--- src/rtl/chs_pkg.sv ---
// Package of the chained hash set engine: fixed word widths, request codes,
// and the command and status structs between controller and datapath.
`timescale 1ns / 1ps

package chs_pkg;

  localparam int KIND_W  = 2;
  localparam int KEY_IN_W = 32;
  localparam int COUNT_W = 11;

  localparam logic [KIND_W-1:0] KIND_INSERT = 2'd0;
  localparam logic [KIND_W-1:0] KIND_REMOVE = 2'd1;

  // Controller to datapath: at most one phase strobe per cycle; reject rides
  // along with the head or step strobe that ends the search.
  typedef struct packed {
    logic start;      // latch request, read bucket head
    logic head;       // take head, read first node
    logic step;       // compare node, advance along chain
    logic reject;     // flag insert refused for empty pool
    logic alloc_wr;   // link new node at chain head
    logic unlink;     // bypass matching node
    logic free_node;  // push matching node on free list
    logic publish;    // load response register
  } chs_cmd_t;

  // Datapath to controller.
  typedef struct packed {
    logic              head_nil;
    logic              key_hit;
    logic              link_nil;
    logic              pool_empty;
    logic              fresh_next;
    logic [KIND_W-1:0] kind;
  } chs_stat_t;

endpackage

--- src/rtl/chs_ctrl.sv ---
// Request sequencer of the chained hash set engine: walks the chain, then
// issues the list updates and the response load. Depends on chs_pkg.
`timescale 1ns / 1ps

module chs_ctrl import chs_pkg::*; (
  input  logic      clk,
  input  logic      rst,
  input  logic      in_valid,
  output logic      in_ready,
  output logic      out_valid,
  input  logic      out_ready,
  input  chs_stat_t stat,
  output chs_cmd_t  cmd
);

  typedef enum logic [2:0] {
    S_IDLE,
    S_HEAD,
    S_WALK,
    S_ALLOC_RD,
    S_ALLOC_WR,
    S_UNLINK,
    S_FREE,
    S_DONE
  } state_t;

  state_t state, state_next;

  // Pick the update phase once the search has ended.
  function automatic state_t after_search(input logic found, input chs_stat_t s);
    state_t nxt;
    nxt = S_DONE;
    if (s.kind == KIND_INSERT && !found && !s.pool_empty) begin
      nxt = s.fresh_next ? S_ALLOC_WR : S_ALLOC_RD;
    end else if (s.kind == KIND_REMOVE && found) begin
      nxt = S_UNLINK;
    end
    return nxt;
  endfunction

  assign in_ready = (state == S_IDLE);

  always_comb begin
    cmd        = '0;
    state_next = state;
    unique case (state)
      S_IDLE: begin
        if (in_valid) begin
          cmd.start  = 1'b1;
          state_next = S_HEAD;
        end
      end
      S_HEAD: begin
        cmd.head = 1'b1;
        if (stat.head_nil) begin
          cmd.reject = (stat.kind == KIND_INSERT) && stat.pool_empty;
          state_next = after_search(1'b0, stat);
        end else begin
          state_next = S_WALK;
        end
      end
      S_WALK: begin
        cmd.step = 1'b1;
        if (stat.key_hit) begin
          state_next = after_search(1'b1, stat);
        end else if (stat.link_nil) begin
          cmd.reject = (stat.kind == KIND_INSERT) && stat.pool_empty;
          state_next = after_search(1'b0, stat);
        end
      end
      S_ALLOC_RD: begin
        state_next = S_ALLOC_WR;
      end
      S_ALLOC_WR: begin
        cmd.alloc_wr = 1'b1;
        state_next   = S_DONE;
      end
      S_UNLINK: begin
        cmd.unlink = 1'b1;
        state_next = S_FREE;
      end
      S_FREE: begin
        cmd.free_node = 1'b1;
        state_next    = S_DONE;
      end
      S_DONE: begin
        if (!out_valid || out_ready) begin
          cmd.publish = 1'b1;
          state_next  = S_IDLE;
        end
      end
      default: begin
        state_next = S_IDLE;
      end
    endcase
  end

  always_ff @(posedge clk) begin
    if (rst) begin
      state     <= S_IDLE;
      out_valid <= 1'b0;
    end else begin
      state <= state_next;
      if (cmd.publish) begin
        out_valid <= 1'b1;
      end else if (out_ready) begin
        out_valid <= 1'b0;
      end
    end
  end

endmodule

--- config.mk ---
export PLATFORM = sky130hd
export DESIGN_NAME = chs_ctrl
export DESIGN_NICKNAME = d
export VERILOG_FILES = /design/src/rtl/chs_pkg.sv /design/src/rtl/chs_ctrl.sv
export SDC_FILE = /design/constraint.sdc
export NUM_CORES = 1
export LEC_CHECK = 0
export BUFFER_PORTS_ARGS = -buffer_cell sky130_fd_sc_hd__buf_4
export CAP_MARGIN = 20
export CORE_AREA = 2 2 39 41
export DETAILED_ROUTE_END_ITERATION = 10
export DIE_AREA = 0 0 41 43
export HOLD_SLACK_MARGIN = 0.08
export PLACE_DENSITY = 0.51
export SLEW_MARGIN = 20
export SYNTH_ARGS = -nofsm -noshare
export SYNTH_HDL_FRONTEND = slang
export SYNTH_SLANG_ARGS = --single-unit
--- constraint.sdc ---
create_clock -name clk -period 1.7 [get_ports clk]
set_clock_uncertainty 0.15 [all_clocks]
set_input_delay 0.17 -clock clk [delete_from_list [all_inputs] [get_ports clk]]
set_output_delay 0.17 -clock clk [all_outputs]
set_load 0.02 [all_outputs]
# Word level (Yosys, flattened, before mapping)
# Cells that the tools add are included.
# word_totals
reg_bits	4
output_inout_bits	10
# op_classes
muxes	24
n_eq_ne	11
reduce_logical	10
# ops
operator	count
$mux W3	7
$pmux W3 S7	1
$mux W1	14
$eq A3 B3 Y1 const B	4
$eq A3 B2 Y1 const B	2
$ne A2 B2 Y1 const B	2
$eq A3 B1 Y1 const B	1
$logic_not A3 Y1	1
$ne A3 B3 Y1 const B	1
$reduce_and A3 Y1	1
$eq A2 B1 Y1 const B	1
$logic_and A1 B1 Y1	2
$logic_not A1 Y1	2
$logic_not A2 Y1	1
$mux W2	1
$pmux W1 S2	1
$reduce_bool A2 Y1	1
$reduce_or A2 Y1	1
$logic_or A1 B1 Y1	1

# Depth between registers and ports, before layout
# depth
word_depth	6
depth_mapped	4

# Worst setup path before layout
# Ideal clock, no wire load.
# synth_timing
path_type	reg-to-output
start	reg state[1]
end	out cmd[7] (netlist bit)
stages_incl_launch_ff	4
t_arrival_ns	1.399
setup_slack_ns	-0.019
n_path_buf	1
path_cell_list	dfxtp_1 > clkbuf_1 > nor3_1 > and2_1
# synth_lines
item	line	source
from (decl)	chs_ctrl.sv:27	state_t state, state_next;
from (signal assigned)	chs_ctrl.sv:103	state <= state_next;
to (decl)	chs_ctrl.sv:13	output chs_cmd_t cmd

==> qor.csv <==
metric,value,unit
pre_cts_slack,147,ps
cp.required,1380,ps
routed_wl,1100,µm
ir_drop,310,µV
fin_crit,1590,ps
crit_path_end,cmd[4],
drive_above_1_share,0.443,
drtIter0Drc,9,
yosysWarningCount,0,
slew_violations,0,
numCtsBuffers,3,
dieArea,1760,µm²
hold_path_class,in -> reg,
reg2regPathDepth,3,
max_cap_violations,0,
grt_setup_unrepaired,no,
multi_input_area,250,µm²
fin_crit_sh,0.938,
final_cell_mix,"buf_4, nor3_1",
status,"complete, no violations",
syn-cell-area,347,µm²
p_leak,0.264,nW
synth-seq-cells,4,
grt_first_pass_wirelength,1730,µm
critical_path.max_stage_delay,390,ps
htree_levels,1,
worstSetupStartpointType,register,
antenna_left,0,
path_buf_inv,1,
cp_slowest_cell,dfxtp_2,
crit_path_start,state[1],
viasPerCell,5.31,
clock_sinks,4,
reg2reg_slack,170,ps
syn_inst,46,
rr_endpoint,out_valid,
place.port_buffers,20,
fillerInstances,149,
tns,0,ps
arrival,1270,ps
cts_buffer_depth,2,
yosysSeqAreaShare,0.231,
finalWorstSetupSlack,105,ps
first_pass_iters,5,
end_kind,primary output,
setup_violations,0,
overflow,0,
tightest_slew,251,ps
grtUsageTotal,0.142,
ys_types,28,
drc,0,
diodes,0,
clk_transition_reported_paths,40,ps
pin_count,21,
r2r-start,state[2],
synth_fp_nets,57,
cts_root_buf,clkbuf_4,
gp_congestion,0.847,
nNetsFinal,83,
grt_pass1_vias,380,
p_per_area,965,nW/µm²
num_vias,457,
insertion_delay,240,ps
cp_max_fo,8,
antenna_found_initial,0,
path_depth,4,
grt_max_degree,14,
fmax,627,MHz
seqCellArea,83.8,µm²
crit_family,flip-flops,
rows,14,
crit_type,reg -> out,
cts_tree,yes,
syn_to_final_growth,65.3,%
avgRoutedWirePerCell,12.8,µm
hpwl,816,µm
die_h,43,µm
slew-limit-headroom,0.831,
syn_avg_cell_area,7.53,µm²
cp_cell_sequence,"nand2_1, o32ai_1, and4_1, buf_4",
hold_viol,0,
initial_core_util,0.250,
core_area,1380,µm²
final_common_cell,buf_4,
die_width,41,µm
worst reg2reg max path, cell delays in order (launching register included):
cell and delay (ps):
dfxtp_2 450, nand3_1 130, a21oi_1 160, dlygate4sd3_1 570
Yosys cell counts:
master | instances | area, µm²
a22o_1 | 1 | 8.76
o21ai_0 | 2 | 10.0
dfxtp_1 | 4 | 80.1
o32ai_1 | 2 | 17.5
a21oi_1 | 1 | 5.00
o21bai_1 | 1 | 7.51
nand3b_1 | 1 | 7.51
nor4_1 | 1 | 6.26
and3_1 | 1 | 6.26
a311oi_1 | 1 | 8.76
inv_1 | 3 | 11.3
o221ai_1 | 1 | 8.76
nor2_1 | 2 | 7.51
nor2b_1 | 1 | 6.26
and4_1 | 2 | 17.5
buf_4 | 1 | 7.51
or4b_4 | 1 | 13.8
nand2_1 | 3 | 11.3
nand3_1 | 1 | 5.00
o211ai_1 | 1 | 7.51
nand2b_1 | 2 | 12.5
a31oi_1 | 1 | 6.26
and2_1 | 1 | 6.26
and4b_1 | 1 | 10.0
a41o_1 | 1 | 10.0
clkbuf_1 | 2 | 7.51
nor3_1 | 5 | 25.0
nor3b_1 | 2 | 15.0
layout make-up:
| cell class | instances | area share |
|---|---|---|
| clock buffers | 3 | 0.0393 |
| inverters | 3 | 0.0197 |
| multi-input cells | 36 | 0.437 |
| flip-flops and latches | 4 | 0.146 |
| well taps | 16 | 0.0349 |
| repair buffers | 24 | 0.323 |
stage by stage:
step	power, W	util	hold WS, ps	instance area, µm²	cells
after CTS	0.000549	0.411	187	569	86
after detailed placement	0.000420	0.377	216	522	81
after global placement	0.000422	0.377	220	522	81
after floorplan	0.000308	-	89.1	352	46
final	0.000553	0.414	176	573	86
after global routing	0.000590	0.414	191	573	86
sequential cells by signal (all words and copies together) (netlist names):
register,count
out_valid,1
state,3
power breakdown:
group / total [W] / leakage, nW / switching [W] / internal [W]
Sequential: 0.000159 / 0.0339 / 0.0000436 / 0.000116
Clock: 0.000124 / 0.0138 / 0.0000443 / 0.0000794
Combinational: 0.000270 / 0.216 / 0.000139 / 0.000131
Total: 0.000553 / 0.264 / 0.000227 / 0.000327
worst min-delay path by stage:
stage / start / to / slack, ps / cells after the start
detailed placement: rst / out_valid / 220 / 2
finish: stat[0] / state[1] / 180 / 4
global placement: rst / out_valid / 220 / 2
global route: stat[0] / state[1] / 190 / 4
CTS: stat[5] / state[2] / 190 / 3
floorplan: rst / out_valid / 90 / 1
repair_timing:
action / in CTS / in global routing
hold endpoints to repair: 3 / 0
pin swaps: 0 / 0
endpoints found under the setup margin: 1 / 7
setup buffers: 0 / 0
hold buffers: 2 / 0
gates resized for setup: 1 / 3
cells by family (layout without fill, tap and decap cells):
| family | Yosys count | in the layout | synth area share |
|---|---|---|---|
| compound gates | 12 | 12 | 0.260 |
| buf+inv | 6 | 30 | 0.0758 |
| flops | 4 | 4 | 0.231 |
| simple gates | 24 | 24 | 0.433 |
routing by layer:
metal / up-vias / track usage / part of all wire / wire [µm]
li1: 227 / - / - / -
met1: 208 / 0.213 / 0.46 / 508
met2: 20 / 0.188 / 0.45 / 491
met3: 2 / 0.0314 / 0.078 / 86
met4: 0 / 0.0600 / 0.013 / 14
met5: - / 0 / 0 / 0
Note: power is estimated with default switching activity, not from simulation.
